## src/sv/nbmd_pkg.sv

```systemverilog
// ----------------------------------------------------------------------------
// nbmd_pkg
// Shared constants, register codes, state encoding and status types for the
// nodata-aware block mean downsampler.
// ----------------------------------------------------------------------------
`default_nettype none

package nbmd_pkg;

  // Default sizing of the top level
  localparam int DEF_MAX_WIDTH   = 4096;
  localparam int DEF_MAX_FACTOR  = 16;
  localparam int DEF_SAMPLE_BITS = 32;

  // Row limit; the height register can hold larger values, which are capped to it
  localparam int HEIGHT_LIMIT = 4096;
  localparam int ROW_BITS     = $clog2(HEIGHT_LIMIT);

  // Configuration register widths and reset values
  localparam int FACTOR_BITS = 5;
  localparam int DIM_BITS    = 13;
  localparam int NODATA_BITS = 32;
  localparam int APB_DATA    = 32;
  localparam int APB_ADDR    = 4;

  localparam logic [FACTOR_BITS-1:0]        RST_FACTOR = 5'd2;
  localparam logic [DIM_BITS-1:0]           RST_WIDTH  = 13'd1024;
  localparam logic [DIM_BITS-1:0]           RST_HEIGHT = 13'd1024;
  localparam logic signed [NODATA_BITS-1:0] RST_NODATA = -32'sd2559744;

  // Register index (byte address divided by four)
  typedef enum logic [1:0] {
    REG_FACTOR = 2'd0,
    REG_WIDTH  = 2'd1,
    REG_HEIGHT = 2'd2,
    REG_NODATA = 2'd3
  } reg_idx_t;

  // Sequencer states
  typedef enum logic [2:0] {
    ST_CLEAR,
    ST_IDLE,
    ST_UPDATE,
    ST_DIVIDE,
    ST_DELIVER
  } state_t;

  // Divider status back to the sequencer
  typedef struct packed {
    logic busy;
    logic done;
  } div_stat_t;

endpackage

`default_nettype wire

```

## src/sv/nbmd_div.sv

```systemverilog
// ----------------------------------------------------------------------------
// nbmd_div
// Radix-2 restoring divider: signed block sum by unsigned nonzero count,
// quotient truncated toward zero, one quotient bit per cycle.
// ----------------------------------------------------------------------------
`default_nettype none

module nbmd_div #(
  parameter int SUM_BITS    = 40,
  parameter int COUNT_BITS  = 9,
  parameter int SAMPLE_BITS = nbmd_pkg::DEF_SAMPLE_BITS
) (
  input  wire logic                          clk,
  input  wire logic                          rst_n,
  input  wire logic                          start,
  input  wire logic signed [SUM_BITS-1:0]    dividend,
  input  wire logic        [COUNT_BITS-1:0]  divisor,
  output      logic signed [SAMPLE_BITS-1:0] quotient,
  output      nbmd_pkg::div_stat_t           status
);

  localparam int STEP_BITS = $clog2(SUM_BITS);

  logic                  busy_r, busy_nxt;
  logic                  done_r, done_nxt;
  logic [STEP_BITS-1:0]  step_r, step_nxt;
  logic [SUM_BITS-1:0]   quo_r, quo_nxt;
  logic [COUNT_BITS-1:0] rem_r, rem_nxt;
  logic [COUNT_BITS-1:0] dvs_r, dvs_nxt;
  logic                  neg_r, neg_nxt;
  logic [COUNT_BITS-1:0] trial;
  logic [SUM_BITS-1:0]   quo_signed;

  // The remainder stays below the divisor, so its top bit is always free.
  assign trial = {rem_r[COUNT_BITS-2:0], quo_r[SUM_BITS-1]};

  always_comb begin
    busy_nxt = busy_r;
    done_nxt = 1'b0;
    step_nxt = step_r;
    quo_nxt  = quo_r;
    rem_nxt  = rem_r;
    dvs_nxt  = dvs_r;
    neg_nxt  = neg_r;
    if (start) begin
      busy_nxt = 1'b1;
      step_nxt = '0;
      rem_nxt  = '0;
      dvs_nxt  = divisor;
      neg_nxt  = dividend[SUM_BITS-1];
      quo_nxt  = dividend[SUM_BITS-1] ? (~dividend + 1'b1) : dividend;
    end else if (busy_r) begin
      if (trial >= dvs_r) begin
        rem_nxt = trial - dvs_r;
        quo_nxt = {quo_r[SUM_BITS-2:0], 1'b1};
      end else begin
        rem_nxt = trial;
        quo_nxt = {quo_r[SUM_BITS-2:0], 1'b0};
      end
      step_nxt = step_r + 1'b1;
      if (step_r == STEP_BITS'(SUM_BITS - 1)) begin
        busy_nxt = 1'b0;
        done_nxt = 1'b1;
      end
    end
  end

  always_ff @(posedge clk) begin
    if (!rst_n) begin
      busy_r <= 1'b0;
      done_r <= 1'b0;
    end else begin
      busy_r <= busy_nxt;
      done_r <= done_nxt;
    end
  end

  always_ff @(posedge clk) begin
    step_r <= step_nxt;
    quo_r  <= quo_nxt;
    rem_r  <= rem_nxt;
    dvs_r  <= dvs_nxt;
    neg_r  <= neg_nxt;
  end

  assign quo_signed  = neg_r ? (~quo_r + 1'b1) : quo_r;
  assign quotient    = quo_signed[SAMPLE_BITS-1:0];
  assign status.busy = busy_r;
  assign status.done = done_r;

endmodule

`default_nettype wire

```

## config.mk

```make
export PLATFORM = sky130hd
export DESIGN_NAME = nbmd_div
export DESIGN_NICKNAME = d
export VERILOG_FILES = /design/src/sv/nbmd_pkg.sv /design/src/sv/nbmd_div.sv
export SDC_FILE = /design/constraint.sdc
export NUM_CORES = 1
export LEC_CHECK = 0
export BUFFER_PORTS_ARGS = -buffer_cell sky130_fd_sc_hd__clkbuf_2
export CORE_ASPECT_RATIO = 2
export CORE_MARGIN = 5
export CORE_UTILIZATION = 30
export CTS_CLUSTER_DIAMETER = 60
export DETAILED_ROUTE_END_ITERATION = 8
export GPL_ROUTABILITY_DRIVEN = 0
export GPL_TIMING_DRIVEN = 0
export PLACE_DENSITY_LB_ADDON = 0.25
export SLEW_MARGIN = 20
export SYNTH_ARGS = -nofsm -noshare
export SYNTH_HDL_FRONTEND = slang
export SYNTH_SLANG_ARGS = --single-unit
```

## constraint.sdc

```tcl
create_clock -name clk -period 4.9 [get_ports clk]
set_input_delay 0.245 -clock clk [delete_from_list [all_inputs] [get_ports clk]]
set_output_delay 0.245 -clock clk [all_outputs]
set_load 0.1 [all_outputs]
```

==> results.rst <==
.. list-table::
   :header-rows: 1

   * - Metric
     - Value
   * - Final setup violation count
     - 0
   * - Via count of the first global-routing pass
     - 4609
   * - Area Growth Syn to Fin
     - 21.1%
   * - Maximum number of buffers from clock root to sink
     - 2
   * - Most common library cell in the layout ignoring fill and taps
     - sky130_fd_sc_hd__clkbuf_2
   * - Synth async-reset ratio
     - 0%
   * - Slew of the pin with the lowest slew margin
     - 0.858 ns
   * - Cell area power density
     - 376 nW/um2
   * - Yosys top cell area share
     - 31.4%
   * - Hold Slack
     - 0.0809 ns
   * - Syn nets
     - 594
   * - Number of warnings printed during yosys synthesis
     - 0
   * - Standard-cell rows
     - 65
   * - CTS sink cnt
     - 66
   * - Critical path startpoint category
     - flop
   * - Post-synthesis cell area
     - 4780 um2
   * - CP Capture Type
     - output pin
   * - Worst IR Drop VDD
     - 0.154 mV
   * - Port Buffers
     - 85
   * - Clock tree from TritonCTS
     - yes
   * - Deepest level of the CTS H-tree
     - 3
   * - Count of hold buffers inserted by post-cts repair
     - 0
   * - Clock transition at the registers of the reported paths
     - 0.06 ns
   * - Ys flop type
     - sky130_fd_sc_hd__edfxtp_1
   * - Cell count after synthesis
     - 529
   * - Setup_tns
     - 0 ns
   * - Max cap viols
     - 0
   * - Filler Cell Count
     - 1602
   * - Share of synthesized area occupied by flip-flops and latches
     - 38.1%
   * - First-pass GRT wire length
     - 23500 um
   * - Number of DRC violations after detailed-routing iteration 0
     - 205
   * - First drt pass iteration count
     - 6
   * - Pin count of the biggest net entering global routing
     - 25
   * - ANT cells
     - 0
   * - Arr. time, crit path
     - 3.23 ns
   * - Setup Fix Bufs, Post-CTS
     - 0
   * - Post-detailed-route via-to-cell ratio
     - 5.48
   * - Die Span X
     - 99.2 um
   * - Die Height
     - 188 um
   * - Top-level I/O count
     - 86
   * - Mapped Avg Cell Area
     - 9.03 um2
   * - Largest cells by area after synthesis
     - sky130_fd_sc_hd__edfxtp_1 (31%), sky130_fd_sc_hd__dfxtp_1 (6.7%), sky130_fd_sc_hd__xnor2_1 (6.1%), sky130_fd_sc_hd__xor2_1 (6.1%), sky130_fd_sc_hd__nor2_1 (4.7%)
   * - Kind of critical path
     - reg2out
   * - Clock latency reported for the late side of the worst-skew pair
     - 0.34 ns
   * - Maximum achievable frequency
     - 287 MHz
   * - Result of the run
     - finished, final reports clean
   * - Dpl hpwl
     - 12100 um
   * - Initial Utilization
     - 30.4%
   * - Total Die Area
     - 18700 um2
   * - Overall fraction of global-route tracks in use
     - 16.0%
   * - Class of the tightest hold or removal check
     - in2reg
   * - Top library cells by usage in the layout, fill and taps aside
     - sky130_fd_sc_hd__clkbuf_2 (85), sky130_fd_sc_hd__nor2_1 (60), sky130_fd_sc_hd__edfxtp_1 (50), sky130_fd_sc_hd__a21oi_1 (40)
   * - Worst-case headroom to the max-slew limit
     - 42.3%
   * - Share of the clock period used by the worst path after layout
     - 71.0%
   * - Post-synthesis register bit count
     - 66
   * - Total power
     - 2.17 mW
   * - DR DRC count
     - 0
   * - Post-layout minimum cycle time
     - 3.48 ns
   * - Vias after detailed routing
     - 4558
   * - Setup skew after layout
     - 0.0116 ns
   * - CP Data Required Time
     - 4.66 ns
   * - Antenna Nets Post-Route
     - 0
   * - LEAKAGE
     - 2.14 nW
   * - Number of enable flip-flop cells after synthesis
     - 50
   * - Clock tree root buffer cell
     - sky130_fd_sc_hd__clkbuf_16
   * - Wire length per cell
     - 18.3 um
   * - Remaining global-route overflow
     - 0
   * - Number of cells after detailed placement
     - 816
   * - Number of antenna violations at the first check in global routing
     - 0
   * - Share of cells above drive strength 1
     - 19.2%
   * - Setup slack of the most critical reg-to-reg path
     - 2.27 ns
   * - Cell type with the highest aggregate area in the netlist
     - sky130_fd_sc_hd__edfxtp_1
   * - Count of different cell masters after synthesis
     - 55
   * - Post-route non-filler standard cell count
     - 832
   * - Final-report max-slew violation count
     - 0
   * - Layout net count
     - 691
   * - Hold violation total from the final report
     - 0
   * - Routed Wire Length
     - 15300 um
   * - Setup repair after global routing missed its margin
     - no
   * - Maximum fanout count along the critical path
     - 5
   * - Core footprint
     - 15700 um2
   * - Placement Setup Slack
     - 1.75 ns
   * - Number of gates resized after CTS
     - 0
   * - TritonCTS buffer count
     - 9
   * - Setup WS post-layout
     - 1.42 ns
## routing by layer
layer	wire, um	track usage, %
met3	666	3.30
met4	604	8.26
met1	5360	15.0
met5	0	0
met2	8620	31.3
## cell families (layout without fill, tap and decap cells)
family | after synthesis | after routing | synth area share, %
AO/OA/AOI/OAI | 135 | 135 | 19.2
XOR/XNOR | 66 | 66 | 12.1
adder cells (fa/ha/maj) | 13 | 13 | 3.56
buffers and inverters | 46 | 148 | 3.85
flip-flops | 66 | 66 | 38.1
multiplexers | 8 | 8 | 1.68
AND/OR/NAND/NOR | 195 | 195 | 21.5
## Yosys cell counts, types with 10 or more instances
library cell	count
sky130_fd_sc_hd__xor2_1	33
sky130_fd_sc_hd__ha_1	12
sky130_fd_sc_hd__nand2_1	32
sky130_fd_sc_hd__edfxtp_1	50
sky130_fd_sc_hd__xnor2_1	33
sky130_fd_sc_hd__nor4_1	10
sky130_fd_sc_hd__nor2_1	60
sky130_fd_sc_hd__o31ai_1	12
sky130_fd_sc_hd__inv_1	19
sky130_fd_sc_hd__nand3_1	10
sky130_fd_sc_hd__nor3_1	10
sky130_fd_sc_hd__o21ai_0	32
sky130_fd_sc_hd__dfxtp_1	16
sky130_fd_sc_hd__or3_1	16
sky130_fd_sc_hd__o41ai_1	18
sky130_fd_sc_hd__a21oi_1	40
sky130_fd_sc_hd__clkbuf_1	18
## critical path: stages (launching register included)
cell                       delay (ns)
sky130_fd_sc_hd__edfxtp_1        0.45
sky130_fd_sc_hd__or4_4           0.58
sky130_fd_sc_hd__or4_4           0.61
sky130_fd_sc_hd__or3_4           0.40
sky130_fd_sc_hd__o31ai_2         0.22
sky130_fd_sc_hd__xnor2_1         0.16
sky130_fd_sc_hd__clkbuf_2        0.48
## sequential cells by signal, indices dropped and copies added, names as in the netlist
register	flops
dvs_r	9
busy_r	1
quo_r	40
step_r	6
neg_r	1
rem_r	8
done_r	1
## path summary, 6_finish.rpt
path,startpoint,endpoint,depth (start not counted)
setup / recovery,quo_r[10]$_DFFE_PP_,quotient[25],6
hold / removal,divisor[6],dvs_r[6]$_DFFE_PP_,1
setup reg to reg,rem_r[5]$_SDFFE_PP0P_,rem_r[3]$_SDFFE_PP0P_,7
hold reg to reg,step_r[5]$_SDFFE_PP0P_,step_r[5]$_SDFFE_PP0P_,2
## final cells by class
class                   count  area [um2]  share of cell area (%)
well taps                 201         251                    4.35
plain buffers              27         113                    1.95
multi-input cells         417        2770                    47.9
clock inverters             6        71.3                    1.23
flip-flops and latches     66        1820                    31.5
clock buffers              10         239                    4.13
repair buffers             86         445                    7.70
inverters                  19        71.3                    1.23
## stage by stage
step / cell area (um2) / util, %
2_1_floorplan: 4780 / -
3_3_place_gp: 5450 / 34.7
3_5_place_dp: 5480 / 34.9
4_1_cts: 5790 / 36.9
5_1_grt: 5790 / 36.9
6_report: 5790 / 36.9
## power breakdown
group | internal (mW) | switching [mW]
Combinational | 0.178 | 0.599
Clock | 0.413 | 0.259
Sequential | 0.669 | 0.0556
Note: power is estimated with default switching activity, not from simulation.
